`config.mk`:
```
export PLATFORM = sky130hd
export DESIGN_NAME = usb_control_request_handler_flat
export DESIGN_NICKNAME = d
export VERILOG_FILES = /design/src/hw/rtl/usbc_pkg.sv /design/src/hw/rtl/usbc_if.sv /design/src/hw/rtl/usb_control_request_handler.sv /design/src/hw/rtl/usbc_in_reg.sv /design/src/hw/rtl/usbc_core.sv /design/src/flat_wrapper.sv
export SDC_FILE = /design/constraint.sdc
export NUM_CORES = 1
export LEC_CHECK = 0
export BUFFER_PORTS_ARGS = -buffer_cell sky130_fd_sc_hd__buf_2
export CORE_MARGIN = 2
export CORE_UTILIZATION = 39
export CTS_CLUSTER_SIZE = 8
export DETAILED_ROUTE_END_ITERATION = 8
export GPL_ROUTABILITY_DRIVEN = 0
export HOLD_SLACK_MARGIN = 0.02
export PLACE_DENSITY_LB_ADDON = 0.25
export SLEW_MARGIN = 30
export SYNTH_ARGS = -nofsm -noshare
export SYNTH_HDL_FRONTEND = slang
export SYNTH_HIERARCHICAL = 1
export SYNTH_SLANG_ARGS = --single-unit
```
`constraint.sdc`:
```
create_clock -name clk -period 5.62 [get_ports clk]
set_input_delay 1.124 -clock clk [delete_from_list [all_inputs] [get_ports clk]]
set_output_delay 1.124 -clock clk [all_outputs]
set_load 0.02 [all_outputs]
```
`src/hw/rtl/usbc_pkg.sv`:
```
`default_nettype none

package usbc_pkg;

    localparam int unsigned FuncWidth = 2;
    localparam int unsigned ByteWidth = 8;
    localparam int unsigned HaltWidth = 5;
    localparam int unsigned RspWidth = 3;
    localparam int unsigned LenWidth = 2;
    localparam int unsigned DevWidth = 2;

    localparam logic [ByteWidth-1:0] BootIfaceReset = 8'h00;

    typedef enum logic [FuncWidth-1:0] {
        FUNC_SETUP   = 2'd0,
        FUNC_RESET   = 2'd1,
        FUNC_OUTDATA = 2'd2,
        FUNC_UNUSED  = 2'd3
    } func_t;

    typedef enum logic [RspWidth-1:0] {
        RSP_DATA     = 3'd0,
        RSP_ACK      = 3'd1,
        RSP_STALL    = 3'd2,
        RSP_DELEGATE = 3'd3,
        RSP_NONE     = 3'd4
    } rsp_code_t;

    localparam logic [1:0] TYPE_STANDARD = 2'd0;
    localparam logic [1:0] TYPE_CLASS    = 2'd1;

    localparam logic [4:0] RCPT_DEVICE    = 5'd0;
    localparam logic [4:0] RCPT_INTERFACE = 5'd1;
    localparam logic [4:0] RCPT_ENDPOINT  = 5'd2;

    localparam logic [ByteWidth-1:0] REQ_GET_STATUS    = 8'h00;
    localparam logic [ByteWidth-1:0] REQ_SET_ADDRESS   = 8'h05;
    localparam logic [ByteWidth-1:0] REQ_GET_DESCRIPTOR = 8'h06;
    localparam logic [ByteWidth-1:0] REQ_GET_CONFIG    = 8'h08;
    localparam logic [ByteWidth-1:0] REQ_SET_CONFIG    = 8'h09;

    localparam logic [ByteWidth-1:0] HID_GET_REPORT    = 8'h01;
    localparam logic [ByteWidth-1:0] HID_GET_PROTOCOL  = 8'h03;
    localparam logic [ByteWidth-1:0] HID_SET_REPORT    = 8'h09;
    localparam logic [ByteWidth-1:0] HID_SET_PROTOCOL  = 8'h0B;

    localparam logic [ByteWidth-1:0] EP_IN1 = 8'h81;
    localparam logic [ByteWidth-1:0] EP_IN2 = 8'h82;
    localparam logic [ByteWidth-1:0] EP_IN3 = 8'h83;
    localparam logic [ByteWidth-1:0] EP_IN4 = 8'h84;
    localparam logic [ByteWidth-1:0] EP_IN5 = 8'h85;

    typedef struct packed {
        logic [FuncWidth-1:0] func;
        logic [ByteWidth-1:0] request_type;
        logic [ByteWidth-1:0] request_code;
        logic [ByteWidth-1:0] value_low;
        logic [ByteWidth-1:0] index_low;
        logic [HaltWidth-1:0] endpoint_halt_bits;
        logic [ByteWidth-1:0] out_data_byte;
    } req_t;

endpackage

`default_nettype wire

```
`src/hw/rtl/usbc_if.sv`:
```
`default_nettype none

interface usbc_req_if;
    logic       valid;
    logic       ready;
    logic [1:0] func;
    logic [7:0] request_type;
    logic [7:0] request_code;
    logic [7:0] value_low;
    logic [7:0] index_low;
    logic [4:0] endpoint_halt_bits;
    logic [7:0] out_data_byte;

    modport source (
        output valid, func, request_type, request_code, value_low, index_low,
               endpoint_halt_bits, out_data_byte,
        input  ready
    );
    modport sink (
        input  valid, func, request_type, request_code, value_low, index_low,
               endpoint_halt_bits, out_data_byte,
        output ready
    );
endinterface

interface usbc_rsp_if;
    logic       valid;
    logic       ready;
    logic [2:0] response;
    logic [1:0] data_length;
    logic [7:0] data_byte0;
    logic [7:0] data_byte1;
    logic [1:0] device_state;
    logic       configuration;
    logic       keyboard_protocol;
    logic [7:0] led_level;
    logic       clear_keyboard;

    modport source (
        output valid, response, data_length, data_byte0, data_byte1, device_state,
               configuration, keyboard_protocol, led_level, clear_keyboard,
        input  ready
    );
    modport sink (
        input  valid, response, data_length, data_byte0, data_byte1, device_state,
               configuration, keyboard_protocol, led_level, clear_keyboard,
        output ready
    );
endinterface

`default_nettype wire

```
`src/hw/rtl/usb_control_request_handler.sv`:
```
// A request beat is held in the input register once accepted, and its result
// is held in the result register until it is taken.
// Throughput: one beat per cycle while results are taken; the input register
// and result register let a new beat enter while a result waits to be taken.
// Reset: rst_n clears the device to the default state, configuration 0, report
// protocol, LED level 0, last request 0 and boot interface BOOT_IFACE_RESET.
`default_nettype none

module usb_control_request_handler #(
    parameter logic [7:0] BOOT_IFACE_RESET = usbc_pkg::BootIfaceReset
) (
    input  wire logic       clk,
    input  wire logic       rst_n,
    usbc_req_if.sink        req,
    usbc_rsp_if.source      rsp,
    input  wire logic       cfg_wr_en,
    input  wire logic [7:0] cfg_wr_data
);
    import usbc_pkg::*;

    logic pending;
    logic take;
    req_t beat;

    usbc_in_reg u_in_reg (
        .clk     (clk),
        .rst_n   (rst_n),
        .req     (req),
        .take    (take),
        .pending (pending),
        .beat    (beat)
    );

    usbc_core #(
        .BOOT_IFACE_RESET (BOOT_IFACE_RESET)
    ) u_core (
        .clk         (clk),
        .rst_n       (rst_n),
        .cfg_wr_en   (cfg_wr_en),
        .cfg_wr_data (cfg_wr_data),
        .pending     (pending),
        .beat        (beat),
        .take        (take),
        .rsp         (rsp)
    );

endmodule

`default_nettype wire

```
`src/hw/rtl/usbc_in_reg.sv`:
```
`default_nettype none

module usbc_in_reg (
    input  wire logic         clk,
    input  wire logic         rst_n,
    usbc_req_if.sink          req,
    input  wire logic         take,
    output logic              pending,
    output usbc_pkg::req_t    beat
);
    import usbc_pkg::*;

    logic valid_reg;
    logic valid_next;
    req_t beat_reg;
    logic load;

    assign req.ready  = !valid_reg || take;
    assign load       = req.valid && req.ready;
    assign valid_next = load ? 1'b1 : (take ? 1'b0 : valid_reg);

    always_ff @(posedge clk or negedge rst_n)
    begin
        if (!rst_n)
        begin
            valid_reg <= 1'b0;
        end
        else
        begin
            valid_reg <= valid_next;
        end
    end

    always_ff @(posedge clk)
    begin
        if (load)
        begin
            beat_reg <= '{func: req.func, request_type: req.request_type,
                          request_code: req.request_code, value_low: req.value_low,
                          index_low: req.index_low,
                          endpoint_halt_bits: req.endpoint_halt_bits,
                          out_data_byte: req.out_data_byte};
        end
    end

    assign pending = valid_reg;
    assign beat    = beat_reg;

endmodule

`default_nettype wire

```
`src/hw/rtl/usbc_core.sv`:
```
`default_nettype none

module usbc_core #(
    parameter logic [7:0] BOOT_IFACE_RESET = usbc_pkg::BootIfaceReset
) (
    input  wire logic      clk,
    input  wire logic      rst_n,
    input  wire logic      cfg_wr_en,
    input  wire logic [7:0] cfg_wr_data,
    input  wire logic      pending,
    input  wire usbc_pkg::req_t beat,
    output logic           take,
    usbc_rsp_if.source     rsp
);
    import usbc_pkg::*;

    typedef enum logic [DevWidth-1:0] {
        DEV_DEFAULT    = 2'd0,
        DEV_ADDRESSED  = 2'd1,
        DEV_CONFIGURED = 2'd2
    } dev_state_t;

    dev_state_t dev_reg, dev_next;
    logic       config_reg, config_next;
    logic       proto_reg, proto_next;
    logic [7:0] led_reg, led_next;
    logic [7:0] last_reg, last_next;
    logic [7:0] boot_iface_reg;
    logic       out_valid_reg, out_valid_next;

    rsp_code_t  code_next;
    logic [1:0] len_next;
    logic [7:0] b0_next, b1_next;
    logic       clr_next;

    rsp_code_t  code_reg;
    logic [1:0] len_reg;
    logic [7:0] b0_reg, b1_reg;
    logic       clr_reg;

    logic [1:0] req_kind;
    logic [4:0] recipient;
    logic       iface_match;

    assign take           = pending && (!out_valid_reg || rsp.ready);
    assign out_valid_next = take ? 1'b1 : (rsp.ready ? 1'b0 : out_valid_reg);
    assign req_kind       = beat.request_type[6:5];
    assign recipient      = beat.request_type[4:0];
    assign iface_match    = (beat.index_low == boot_iface_reg);

    always_comb
    begin
        dev_next    = dev_reg;
        config_next = config_reg;
        proto_next  = proto_reg;
        led_next    = led_reg;
        last_next   = last_reg;
        code_next   = RSP_NONE;
        len_next    = 2'd0;
        b0_next     = 8'h00;
        b1_next     = 8'h00;
        clr_next    = 1'b0;
        unique case (func_t'(beat.func))
            FUNC_SETUP:
            begin
                last_next = beat.request_code;
                if (req_kind == TYPE_STANDARD && recipient == RCPT_DEVICE)
                begin
                    unique case (beat.request_code)
                        REQ_GET_STATUS:
                        begin
                            if (dev_reg != DEV_DEFAULT && beat.index_low == 8'h00)
                            begin
                                code_next = RSP_DATA;
                                len_next  = 2'd2;
                            end
                            else
                            begin
                                code_next = RSP_STALL;
                            end
                        end
                        REQ_SET_ADDRESS:
                        begin
                            dev_next = DEV_ADDRESSED;
                        end
                        REQ_GET_DESCRIPTOR:
                        begin
                            code_next = RSP_DELEGATE;
                        end
                        REQ_GET_CONFIG:
                        begin
                            if (dev_reg == DEV_ADDRESSED)
                            begin
                                code_next = RSP_DATA;
                                len_next  = 2'd1;
                            end
                            else if (dev_reg == DEV_CONFIGURED)
                            begin
                                code_next = RSP_DATA;
                                len_next  = 2'd1;
                                b0_next   = {7'b0, config_reg};
                            end
                            else
                            begin
                                code_next = RSP_STALL;
                            end
                        end
                        REQ_SET_CONFIG:
                        begin
                            if (beat.value_low == 8'h00)
                            begin
                                dev_next    = DEV_ADDRESSED;
                                config_next = 1'b0;
                                code_next   = RSP_ACK;
                            end
                            else if (beat.value_low == 8'h01)
                            begin
                                dev_next    = DEV_CONFIGURED;
                                config_next = 1'b1;
                                code_next   = RSP_ACK;
                            end
                            else
                            begin
                                code_next = RSP_STALL;
                            end
                        end
                        default:
                        begin
                            code_next = RSP_STALL;
                        end
                    endcase
                end
                else if (req_kind == TYPE_STANDARD && recipient == RCPT_INTERFACE)
                begin
                    if (beat.request_code == REQ_GET_STATUS && dev_reg == DEV_CONFIGURED)
                    begin
                        code_next = RSP_DATA;
                        len_next  = 2'd2;
                    end
                    else if (beat.request_code == REQ_GET_DESCRIPTOR)
                    begin
                        code_next = RSP_DELEGATE;
                    end
                    else
                    begin
                        code_next = RSP_STALL;
                    end
                end
                else if (req_kind == TYPE_STANDARD && recipient == RCPT_ENDPOINT)
                begin
                    if (beat.request_code == REQ_GET_STATUS && dev_reg == DEV_CONFIGURED)
                    begin
                        code_next = RSP_DATA;
                        len_next  = 2'd2;
                        unique case (beat.index_low)
                            EP_IN1:  b0_next = {7'b0, beat.endpoint_halt_bits[0]};
                            EP_IN2:  b0_next = {7'b0, beat.endpoint_halt_bits[1]};
                            EP_IN3:  b0_next = {7'b0, beat.endpoint_halt_bits[2]};
                            EP_IN4:  b0_next = {7'b0, beat.endpoint_halt_bits[3]};
                            EP_IN5:  b0_next = {7'b0, beat.endpoint_halt_bits[4]};
                            default: b0_next = 8'h00;
                        endcase
                    end
                    else
                    begin
                        code_next = RSP_STALL;
                    end
                end
                else if (req_kind == TYPE_CLASS)
                begin
                    unique case (beat.request_code)
                        HID_GET_REPORT:
                        begin
                            code_next = RSP_DELEGATE;
                        end
                        HID_GET_PROTOCOL:
                        begin
                            if (iface_match)
                            begin
                                code_next = RSP_DATA;
                                len_next  = 2'd1;
                                b0_next   = {7'b0, proto_reg};
                            end
                        end
                        HID_SET_PROTOCOL:
                        begin
                            if (iface_match)
                            begin
                                clr_next = 1'b1;
                                if (beat.value_low == 8'h00)
                                begin
                                    proto_next = 1'b0;
                                    code_next  = RSP_ACK;
                                end
                                else if (beat.value_low == 8'h01)
                                begin
                                    proto_next = 1'b1;
                                    code_next  = RSP_ACK;
                                end
                                else
                                begin
                                    code_next = RSP_STALL;
                                end
                            end
                        end
                        default:
                        begin
                            code_next = RSP_STALL;
                        end
                    endcase
                end
                else
                begin
                    code_next = RSP_STALL;
                end
            end
            FUNC_RESET:
            begin
                dev_next    = DEV_DEFAULT;
                config_next = 1'b0;
            end
            FUNC_OUTDATA:
            begin
                if (last_reg == HID_SET_REPORT)
                begin
                    led_next = beat.out_data_byte;
                end
                code_next = RSP_ACK;
            end
            default:
            begin
                code_next = RSP_NONE;
            end
        endcase
    end

    always_ff @(posedge clk or negedge rst_n)
    begin
        if (!rst_n)
        begin
            dev_reg        <= DEV_DEFAULT;
            config_reg     <= 1'b0;
            proto_reg      <= 1'b1;
            led_reg        <= 8'h00;
            last_reg       <= 8'h00;
            boot_iface_reg <= BOOT_IFACE_RESET;
            out_valid_reg  <= 1'b0;
        end
        else
        begin
            out_valid_reg <= out_valid_next;
            if (cfg_wr_en)
            begin
                boot_iface_reg <= cfg_wr_data;
            end
            if (take)
            begin
                dev_reg    <= dev_next;
                config_reg <= config_next;
                proto_reg  <= proto_next;
                led_reg    <= led_next;
                last_reg   <= last_next;
            end
        end
    end

    always_ff @(posedge clk)
    begin
        if (take)
        begin
            code_reg <= code_next;
            len_reg  <= len_next;
            b0_reg   <= b0_next;
            b1_reg   <= b1_next;
            clr_reg  <= clr_next;
        end
    end

    // The state fields of a result show the state as it stood after that beat.
    assign rsp.valid             = out_valid_reg;
    assign rsp.response          = code_reg;
    assign rsp.data_length       = len_reg;
    assign rsp.data_byte0        = b0_reg;
    assign rsp.data_byte1        = b1_reg;
    assign rsp.device_state      = dev_reg;
    assign rsp.configuration     = config_reg;
    assign rsp.keyboard_protocol = proto_reg;
    assign rsp.led_level         = led_reg;
    assign rsp.clear_keyboard    = clr_reg;

endmodule

`default_nettype wire
```
`src/flat_wrapper.sv`:
```
// flat-port wrapper written by rule: the top's interface ports become plain ports
module usb_control_request_handler_flat import usbc_pkg::*;
#(
    parameter logic [7:0] BOOT_IFACE_RESET = usbc_pkg::BootIfaceReset
)
  (clk, rst_n, cfg_wr_en, cfg_wr_data, req_valid, req_func, req_request_type, req_request_code, req_value_low, req_index_low, req_endpoint_halt_bits, req_out_data_byte, req_ready, rsp_valid, rsp_response, rsp_data_length, rsp_data_byte0, rsp_data_byte1, rsp_device_state, rsp_configuration, rsp_keyboard_protocol, rsp_led_level, rsp_clear_keyboard, rsp_ready);
  usbc_req_if req_i ();
  usbc_rsp_if rsp_i ();
  input  wire logic clk;
  input  wire logic rst_n;
  input  wire logic cfg_wr_en;
  input  wire logic [7:0] cfg_wr_data;
  input wire logic [$bits(req_i.valid)-1:0] req_valid;
  input wire logic [$bits(req_i.func)-1:0] req_func;
  input wire logic [$bits(req_i.request_type)-1:0] req_request_type;
  input wire logic [$bits(req_i.request_code)-1:0] req_request_code;
  input wire logic [$bits(req_i.value_low)-1:0] req_value_low;
  input wire logic [$bits(req_i.index_low)-1:0] req_index_low;
  input wire logic [$bits(req_i.endpoint_halt_bits)-1:0] req_endpoint_halt_bits;
  input wire logic [$bits(req_i.out_data_byte)-1:0] req_out_data_byte;
  output wire logic [$bits(req_i.ready)-1:0] req_ready;
  output wire logic [$bits(rsp_i.valid)-1:0] rsp_valid;
  output wire logic [$bits(rsp_i.response)-1:0] rsp_response;
  output wire logic [$bits(rsp_i.data_length)-1:0] rsp_data_length;
  output wire logic [$bits(rsp_i.data_byte0)-1:0] rsp_data_byte0;
  output wire logic [$bits(rsp_i.data_byte1)-1:0] rsp_data_byte1;
  output wire logic [$bits(rsp_i.device_state)-1:0] rsp_device_state;
  output wire logic [$bits(rsp_i.configuration)-1:0] rsp_configuration;
  output wire logic [$bits(rsp_i.keyboard_protocol)-1:0] rsp_keyboard_protocol;
  output wire logic [$bits(rsp_i.led_level)-1:0] rsp_led_level;
  output wire logic [$bits(rsp_i.clear_keyboard)-1:0] rsp_clear_keyboard;
  input wire logic [$bits(rsp_i.ready)-1:0] rsp_ready;
  assign req_i.valid = req_valid;
  assign req_i.func = req_func;
  assign req_i.request_type = req_request_type;
  assign req_i.request_code = req_request_code;
  assign req_i.value_low = req_value_low;
  assign req_i.index_low = req_index_low;
  assign req_i.endpoint_halt_bits = req_endpoint_halt_bits;
  assign req_i.out_data_byte = req_out_data_byte;
  assign req_ready = req_i.ready;
  assign rsp_valid = rsp_i.valid;
  assign rsp_response = rsp_i.response;
  assign rsp_data_length = rsp_i.data_length;
  assign rsp_data_byte0 = rsp_i.data_byte0;
  assign rsp_data_byte1 = rsp_i.data_byte1;
  assign rsp_device_state = rsp_i.device_state;
  assign rsp_configuration = rsp_i.configuration;
  assign rsp_keyboard_protocol = rsp_i.keyboard_protocol;
  assign rsp_led_level = rsp_i.led_level;
  assign rsp_clear_keyboard = rsp_i.clear_keyboard;
  assign rsp_i.ready = rsp_ready;
  usb_control_request_handler #(.BOOT_IFACE_RESET(BOOT_IFACE_RESET)) u_core (.clk(clk), .rst_n(rst_n), .req(req_i), .rsp(rsp_i), .cfg_wr_en(cfg_wr_en), .cfg_wr_data(cfg_wr_data));
endmodule
```
==> flow_results.xml, run 1 <==
<?xml version="1.0" encoding="UTF-8"?>
<metrics>
  <group name="power">
    <metric name="clockPowerShare" unit="%">35.3</metric>
    <metric name="relative_contribution_of_sequential_cells_to_total_power" unit="%">54.3</metric>
    <metric name="intPower" unit="W">0.00106</metric>
    <metric name="power.switching_fraction" unit="%">23.6</metric>
    <metric name="power.share.combinational" unit="%">10.4</metric>
    <metric name="pwr_density_cell" unit="nW/um2">326</metric>
    <metric name="power_switching" unit="W">0.000327</metric>
    <metric name="total_leakage_power" unit="nW">1.71</metric>
    <metric name="vdd.ir_drop.worst" unit="V">0.000151</metric>
  </group>
  <group name="global_routing">
    <metric name="use_met3" unit="%">4.29</metric>
    <metric name="global_route_wire_length_before_repair" unit="um">10600</metric>
    <metric name="global_route.peak_usage_layer" unit="">met2</metric>
    <metric name="gr-total-overflow" unit="">0</metric>
    <metric name="grt_use_total" unit="%">14.2</metric>
    <metric name="groute.layer.met1.usage" unit="%">19.3</metric>
    <metric name="grt_antenna_before_repair" unit="">0</metric>
    <metric name="grt_use_met2" unit="%">21.3</metric>
    <metric name="grt_max_degree" unit="">47</metric>
    <metric name="vias_in_the_first_global_route" unit="">2154</metric>
  </group>
  <group name="routing">
    <metric name="wl_per_cell" unit="um">14.9</metric>
    <metric name="drc" unit="">0</metric>
    <metric name="route.vias.total" unit="">2225</metric>
    <metric name="drt_wl_total" unit="um">6640</metric>
    <metric name="vias_per_cell" unit="">4.98</metric>
    <metric name="dr.pass1.iters" unit="">4</metric>
    <metric name="dr.first_iter.drc_count" unit="">138</metric>
    <metric name="number_of_nets_with_antenna_violations_after_detailed_routing" unit="">0</metric>
  </group>
  <group name="timing">
    <metric name="totalNegativeSetupSlack" unit="ns">0</metric>
    <metric name="timing.fmax" unit="GHz">0.318</metric>
    <metric name="timing.final.crit_share" unit="%">56.0</metric>
    <metric name="finalSetupViolCount" unit="">0</metric>
    <metric name="timing.max_slew.rel_slack" unit="%">41.3</metric>
    <metric name="worstMarginPinSlew" unit="ns">0.877</metric>
    <metric name="period_needed" unit="ns">3.15</metric>
    <metric name="rsz_0062_raised_after_global_routing" unit="">no</metric>
    <metric name="setup_slack" unit="ns">2.47</metric>
    <metric name="maxSlewViolCount" unit="">0</metric>
    <metric name="endpoints_failing_hold" unit="">0</metric>
    <metric name="clock_skew" unit="ns">0.00804</metric>
  </group>
  <group name="yosys">
    <metric name="yosysWarningCount" unit="">6</metric>
    <metric name="avgSynthCellArea" unit="um2">14.3</metric>
    <metric name="post_synth_inst_count" unit="">249</metric>
    <metric name="synthesis.area" unit="um2">3570</metric>
  </group>
  <group name="finish">
    <metric name="fin_nets" unit="">397</metric>
    <metric name="fill_count" unit="">803</metric>
    <metric name="layoutNonFillerInstCount" unit="">447</metric>
    <metric name="n_antenna_cell" unit="">0</metric>
    <metric name="layout-drive-gt1-share" unit="%">38.1</metric>
    <metric name="area.growth.synth_to_final" unit="%">19.4</metric>
    <metric name="largest_reg_flops" unit="">46</metric>
  </group>
  <group name="placement">
    <metric name="placedCellCount" unit="">431</metric>
    <metric name="place.detailed.hpwl" unit="um">4810</metric>
    <metric name="buffer_ports.inserted" unit="">79</metric>
    <metric name="pre_cts_slack" unit="ns">2.45</metric>
  </group>
  <group name="status">
    <metric name="outcome" unit="">finished clean</metric>
  </group>
  <group name="clock_tree">
    <metric name="maximum_clock_path_buffer_count" unit="">2</metric>
    <metric name="holdBufCountCts" unit="">0</metric>
    <metric name="clk_latency" unit="ns">0.35</metric>
    <metric name="post_cts_gate_resize_count" unit="">0</metric>
    <metric name="post-cts-setup-buffers" unit="">0</metric>
    <metric name="cts_tree" unit="">built</metric>
    <metric name="cts_sinks" unit="">83</metric>
    <metric name="cts_inserted_buffers" unit="">9</metric>
    <metric name="clk_pin_slew_worst_paths" unit="ns">0.08</metric>
    <metric name="clockRootBuffer" unit="">sky130_fd_sc_hd__clkbuf_8</metric>
    <metric name="htreeDepth" unit="">3</metric>
  </group>
  <group name="setup_path">
    <metric name="worstSetupStartpointType" unit="">input port</metric>
    <metric name="rrSetupSlack" unit="ns">3.36</metric>
    <metric name="endpoint_kind" unit="">output pin</metric>
    <metric name="required" unit="ns">4.50</metric>
    <metric name="largest_driver_fanout_on_the_critical_path" unit="">8</metric>
    <metric name="cp_data_arrival_time" unit="ns">2.02</metric>
    <metric name="timing.setup.critical_path_class" unit="">input port to output pin</metric>
  </group>
  <group name="floorplan">
    <metric name="core_region_area" unit="um2">8810</metric>
    <metric name="io_pins" unit="">96</metric>
    <metric name="start_util" unit="%">40.5</metric>
    <metric name="std_cell_rows" unit="">34</metric>
    <metric name="floorplan.die.width" unit="um">99.6</metric>
    <metric name="floorplan.die.height" unit="um">99.6</metric>
    <metric name="dieArea" unit="um2">9920</metric>
  </group>
  <group name="hold_path">
    <metric name="worst_hold_path_type" unit="">register to register</metric>
  </group>
  <group name="run">
    <metric name="max-cap-violations" unit="">0</metric>
  </group>
</metrics>
==> metrics by stage <==
stage	instance area, um2	hold slack (ns)	util (%)	total power [W]
5_1_grt	4260	0.505	48.3	0.00145
4_1_cts	4260	0.486	48.3	0.00140
6_report	4260	0.480	48.3	0.00139
3_3_place_gp	4020	0.455	45.7	0.000908
3_5_place_dp	4020	0.466	45.7	0.000913
2_1_floorplan	3620	0.454	-	0.000861
==> layout by cell type (no fill, tap or decap), types with 2 or more instances in the layout <==
| cell | count |
|---|---|
| sky130_fd_sc_hd__nand3b_1 | 2 |
| sky130_fd_sc_hd__nor4_1 | 7 |
| sky130_fd_sc_hd__edfxtp_1 | 53 |
| sky130_fd_sc_hd__a211oi_1 | 2 |
| sky130_fd_sc_hd__dfrtp_1 | 29 |
| sky130_fd_sc_hd__bufinv_16 | 2 |
| sky130_fd_sc_hd__mux2_2 | 25 |
| sky130_fd_sc_hd__nor2b_1 | 6 |
| sky130_fd_sc_hd__o21ai_0 | 3 |
| sky130_fd_sc_hd__clkbuf_8 | 9 |
| sky130_fd_sc_hd__or4_4 | 2 |
| sky130_fd_sc_hd__and3_1 | 2 |
| sky130_fd_sc_hd__or3_1 | 3 |
| sky130_fd_sc_hd__nand4_1 | 7 |
| sky130_fd_sc_hd__conb_1 | 15 |
| sky130_fd_sc_hd__ha_1 | 3 |
| sky130_fd_sc_hd__nor3_1 | 4 |
| sky130_fd_sc_hd__xnor2_1 | 8 |
| sky130_fd_sc_hd__inv_1 | 7 |
| sky130_fd_sc_hd__nor4b_1 | 2 |
| sky130_fd_sc_hd__nor2_1 | 13 |
| sky130_fd_sc_hd__or2_2 | 2 |
| sky130_fd_sc_hd__mux2i_1 | 4 |
| sky130_fd_sc_hd__nand4b_1 | 2 |
| sky130_fd_sc_hd__a21oi_1 | 4 |
| sky130_fd_sc_hd__nand2_1 | 10 |
| sky130_fd_sc_hd__nand3_1 | 5 |
| sky130_fd_sc_hd__a31oi_1 | 2 |
| sky130_fd_sc_hd__buf_2 | 79 |
| sky130_fd_sc_hd__nand2b_1 | 4 |
==> cell type report <==
type | instances | area [um2] | area share (%)
clock buffer | 11 | 153 | 3.59
timing repair buffer | 79 | 395 | 9.29
sequential | 83 | 2340 | 55.1
clock inverter | 5 | 82.6 | 1.94
multi-input combinational | 154 | 1120 | 26.3
tap | 108 | 135 | 3.17
inverter | 7 | 26.3 | 0.617
==> power by group through the flow <==
stage	Sequential [W]	Clock [W]	Combinational (W)
final	0.000754	0.000490	0.000144
after global routing	0.000762	0.000526	0.000158
after CTS	0.000754	0.000502	0.000146
after detailed placement	0.000767	0	0.000145
after global placement	0.000766	0	0.000142
after floorplan	0.000769	0	0.0000916
==> worst max-delay path, stage by stage <==
cell	delay [ns]
sky130_fd_sc_hd__buf_2	0.07
sky130_fd_sc_hd__nand2b_1	0.14
sky130_fd_sc_hd__nand2_1	0.10
sky130_fd_sc_hd__inv_1	0.23
sky130_fd_sc_hd__nand2b_4	0.19
sky130_fd_sc_hd__buf_2	0.16
==> metal layers <==
metal  up-vias  routed length (um)
li1       1075                   -
met1      1037                3040
met2       100                2970
met3        13                 477
met4         0                 152
met5         -                   0
==> path summary, 6_finish.rpt <==
path | cells past startpoint | from | to
min in group asynchronous | 1 | rst_n | u_core/u_core/rsp.led_level[4]$_DFFE_PN0P_
worst min-delay path | 1 | u_core/u_in_reg/beat[1]$_DFFE_PP_ | u_core/u_core/rsp.led_level[1]$_DFFE_PN0P_
worst max register to register | 5 | u_core/u_in_reg/beat[34]$_DFFE_PP_ | u_core/u_core/rsp.response[0]$_DFFE_PP_
worst max-delay path | 6 | rsp_ready | req_ready
worst min register to register | 1 | u_core/u_in_reg/beat[1]$_DFFE_PP_ | u_core/u_core/rsp.led_level[1]$_DFFE_PN0P_
max in group asynchronous | 1 | rst_n | u_core/u_core/boot_iface_reg[2]$_DFFE_PN0P_
No activity file was read; power rests on OpenSTA's default activity.
==> run 2, diff against run 1 <==
==> constraint.sdc (replaced) <==
create_clock -name clk -period 2.8 [get_ports clk]
set_input_delay 0.56 -clock clk [delete_from_list [all_inputs] [get_ports clk]]
set_output_delay 0.56 -clock clk [all_outputs]
set_load 0.02 [all_outputs]
==> run 2 against run 1 <==
Net effect:
- global-route usage grew 0.10 points
- count of clock-buffer cells in the layout is the same
- cell count grew 0.67%
- first-iteration DRC count grew 8.0%
- routed wire length grew 2.3%
- clock skew grew 0.0058 ns
- register-to-register slack lost 2.8 ns
- via count grew 1.4%
- critical path depth shrank 1
- hold slack lost 0.24 ns
- sequential power grew 100%
- sequential share of layout area shrank 0.24 points
==> flow_results.xml, run 2 (synthesized netlist as in run 1, its figures left out) <==
<?xml version="1.0" encoding="UTF-8"?>
<metrics>
  <group name="status">
    <metric name="outcome" unit="">finished clean</metric>
  </group>
  <group name="timing">
    <metric name="hold-worst-slack" unit="ns">0.244</metric>
    <metric name="clock_skew" unit="ns">0.0139</metric>
    <metric name="totalNegativeSetupSlack" unit="ns">0</metric>
    <metric name="period_needed" unit="ns">2.21</metric>
    <metric name="maxSlewViolCount" unit="">0</metric>
    <metric name="timing.fmax" unit="GHz">0.452</metric>
    <metric name="rsz_0062_raised_after_global_routing" unit="">no</metric>
    <metric name="finalSetupViolCount" unit="">0</metric>
    <metric name="endpoints_failing_hold" unit="">0</metric>
    <metric name="timing.max_slew.rel_slack" unit="%">54.0</metric>
    <metric name="worstMarginPinSlew" unit="ns">0.690</metric>
    <metric name="timing.final.crit_share" unit="%">79.0</metric>
  </group>
  <group name="global_routing">
    <metric name="grt_max_degree" unit="">47</metric>
    <metric name="global_route_wire_length_before_repair" unit="um">10800</metric>
    <metric name="grt_antenna_before_repair" unit="">0</metric>
    <metric name="use_met3" unit="%">4.43</metric>
    <metric name="global_route.peak_usage_layer" unit="">met2</metric>
    <metric name="gr-total-overflow" unit="">0</metric>
    <metric name="grt_use_met2" unit="%">21.9</metric>
    <metric name="grt_use_total" unit="%">14.3</metric>
    <metric name="groute.layer.met1.usage" unit="%">18.5</metric>
    <metric name="vias_in_the_first_global_route" unit="">2247</metric>
  </group>
  <group name="power">
    <metric name="clockPowerShare" unit="%">34.2</metric>
    <metric name="total_leakage_power" unit="nW">1.72</metric>
    <metric name="power.share.combinational" unit="%">10.8</metric>
    <metric name="intPower" unit="W">0.00210</metric>
    <metric name="relative_contribution_of_sequential_cells_to_total_power" unit="%">55.0</metric>
    <metric name="pwr_density_cell" unit="nW/um2">643</metric>
    <metric name="power_switching" unit="W">0.000651</metric>
    <metric name="power.switching_fraction" unit="%">23.7</metric>
    <metric name="vdd.ir_drop.worst" unit="V">0.000269</metric>
  </group>
  <group name="finish">
    <metric name="mostFrequentLayoutCells" unit="">sky130_fd_sc_hd__buf_2, sky130_fd_sc_hd__edfxtp_1, sky130_fd_sc_hd__dfrtp_1, sky130_fd_sc_hd__mux2_2, sky130_fd_sc_hd__conb_1</metric>
    <metric name="mostFrequentLayoutCell" unit="">sky130_fd_sc_hd__buf_2</metric>
    <metric name="largest_reg_flops" unit="">46</metric>
    <metric name="area.growth.synth_to_final" unit="%">19.9</metric>
    <metric name="fin_nets" unit="">400</metric>
    <metric name="fill_count" unit="">786</metric>
    <metric name="n_antenna_cell" unit="">0</metric>
    <metric name="layout-drive-gt1-share" unit="%">38.3</metric>
  </group>
  <group name="setup_path">
    <metric name="endpoint_kind" unit="">register</metric>
    <metric name="cp_num_buf_inv" unit="">0</metric>
    <metric name="required" unit="ns">2.99</metric>
    <metric name="worstSetupStartpointType" unit="">register</metric>
    <metric name="cp_data_arrival_time" unit="ns">2.41</metric>
    <metric name="worst_path_max_delay_cell" unit="">sky130_fd_sc_hd__a2111oi_0</metric>
    <metric name="sequence_of_cells_on_the_critical_path" unit="">nor4_4, nand4b_1, a2111oi_0, nor2_1, a21oi_1</metric>
    <metric name="timing.critical_path.slowest_cell_delay" unit="ns">0.62</metric>
    <metric name="timing.critical_path.max_delay_family" unit="">simple AND/OR/NAND/NOR gates</metric>
    <metric name="timing.setup.critical_path_class" unit="">register to register</metric>
    <metric name="largest_driver_fanout_on_the_critical_path" unit="">10</metric>
  </group>
  <group name="clock_tree">
    <metric name="post-cts-setup-buffers" unit="">0</metric>
    <metric name="htreeDepth" unit="">3</metric>
    <metric name="holdBufCountCts" unit="">0</metric>
    <metric name="clk_latency" unit="ns">0.35</metric>
    <metric name="cts_tree" unit="">built</metric>
    <metric name="clk_pin_slew_worst_paths" unit="ns">0.08</metric>
    <metric name="cts_inserted_buffers" unit="">9</metric>
    <metric name="post_cts_gate_resize_count" unit="">0</metric>
    <metric name="cts_sinks" unit="">83</metric>
    <metric name="clockRootBuffer" unit="">sky130_fd_sc_hd__clkbuf_8</metric>
    <metric name="maximum_clock_path_buffer_count" unit="">2</metric>
  </group>
  <group name="routing">
    <metric name="number_of_nets_with_antenna_violations_after_detailed_routing" unit="">0</metric>
    <metric name="drc" unit="">0</metric>
    <metric name="drt_wl_total" unit="um">6790</metric>
    <metric name="dr.first_iter.drc_count" unit="">149</metric>
    <metric name="vias_per_cell" unit="">5.02</metric>
    <metric name="dr.pass1.iters" unit="">4</metric>
    <metric name="route.vias.total" unit="">2257</metric>
    <metric name="wl_per_cell" unit="um">15.1</metric>
  </group>
  <group name="placement">
    <metric name="buffer_ports.inserted" unit="">79</metric>
    <metric name="place.detailed.hpwl" unit="um">4960</metric>
  </group>
  <group name="run">
    <metric name="max-cap-violations" unit="">0</metric>
  </group>
  <group name="floorplan">
    <metric name="io_pins" unit="">96</metric>
    <metric name="dieArea" unit="um2">9920</metric>
    <metric name="std_cell_rows" unit="">34</metric>
    <metric name="floorplan.die.width" unit="um">99.6</metric>
    <metric name="core_region_area" unit="um2">8810</metric>
    <metric name="floorplan.die.height" unit="um">99.6</metric>
    <metric name="start_util" unit="%">40.5</metric>
  </group>
  <group name="hold_path">
    <metric name="worst_hold_path_type" unit="">input port to asynchronous set/reset pin</metric>
  </group>
</metrics>
[run 2: power groups by stage]
stage	Combinational, W	Clock (W)	Sequential [W]
2_1_floorplan	0.000184	0	0.00154
3_3_place_gp	0.000294	0	0.00154
3_5_place_dp	0.000303	0	0.00154
4_1_cts	0.000303	0.000967	0.00151
5_1_grt	0.000327	0.000998	0.00153
6_report	0.000298	0.000939	0.00151
[run 2: layer usage]
| layer | part of all wire (%) | vias up |
|---|---|---|
| met4 | 2.2 | 0 |
| li1 | - | 1084 |
| met1 | 43 | 1054 |
| met3 | 8.5 | 12 |
| met2 | 46 | 107 |
| met5 | 0 | - |
[run 2: worst paths after layout]
kind | from | endpoint | slack [ns] | cells after the start
worst max-delay path | u_core/u_in_reg/beat[34]$_DFFE_PP_ | u_core/u_core/rsp.response[0]$_DFFE_PP_ | 0.59 | 5
worst min-delay path | rst_n | u_core/u_core/rsp.led_level[4]$_DFFE_PN0P_ | 0.24 | 1
worst max register to register | u_core/u_in_reg/beat[34]$_DFFE_PP_ | u_core/u_core/rsp.response[0]$_DFFE_PP_ | 0.59 | 5
worst min register to register | u_core/u_in_reg/beat[2]$_DFFE_PP_ | u_core/u_core/rsp.led_level[2]$_DFFE_PN0P_ | 0.47 | 1
max in group asynchronous | rst_n | u_core/u_core/rsp.led_level[0]$_DFFE_PN0P_ | 2.11 | 1
min in group clk | req_endpoint_halt_bits[2] | u_core/u_in_reg/beat[10]$_DFFE_PP_ | 0.37 | 1
[run 2: worst reg2reg max path: cells and delay by family (launching register included)]
| family | cells | cell delay, ns |
|---|---|---|
| flip-flops | 1 | 0.43 |
| AO/OA/AOI/OAI | 2 | 0.77 |
| AND/OR/NAND/NOR | 3 | 0.85 |
[run 2: per-stage QoR]
step	std cells	utilization [%]	total power [W]	area [um2]	setup WS (ns)
after floorplan	263	-	0.00173	3620	0.831
after global placement	434	46.1	0.00183	4060	0.644
after detailed placement	434	46.1	0.00184	4060	0.679
after CTS	450	48.6	0.00278	4280	0.635
after global routing	450	48.6	0.00286	4280	0.392
final	450	48.6	0.00275	4280	0.587
[run 2: cell type report]
type	instances	area [um2]	area share [%]
Tap cell	108	135	3.16
Inverter	7	26.3	0.615
Clock buffer	11	141	3.31
Clock inverter	5	77.6	1.81
Multi-Input combinational cell	154	1120	26.2
Sequential cell	83	2340	54.8
Timing Repair Buffer	82	430	10.1
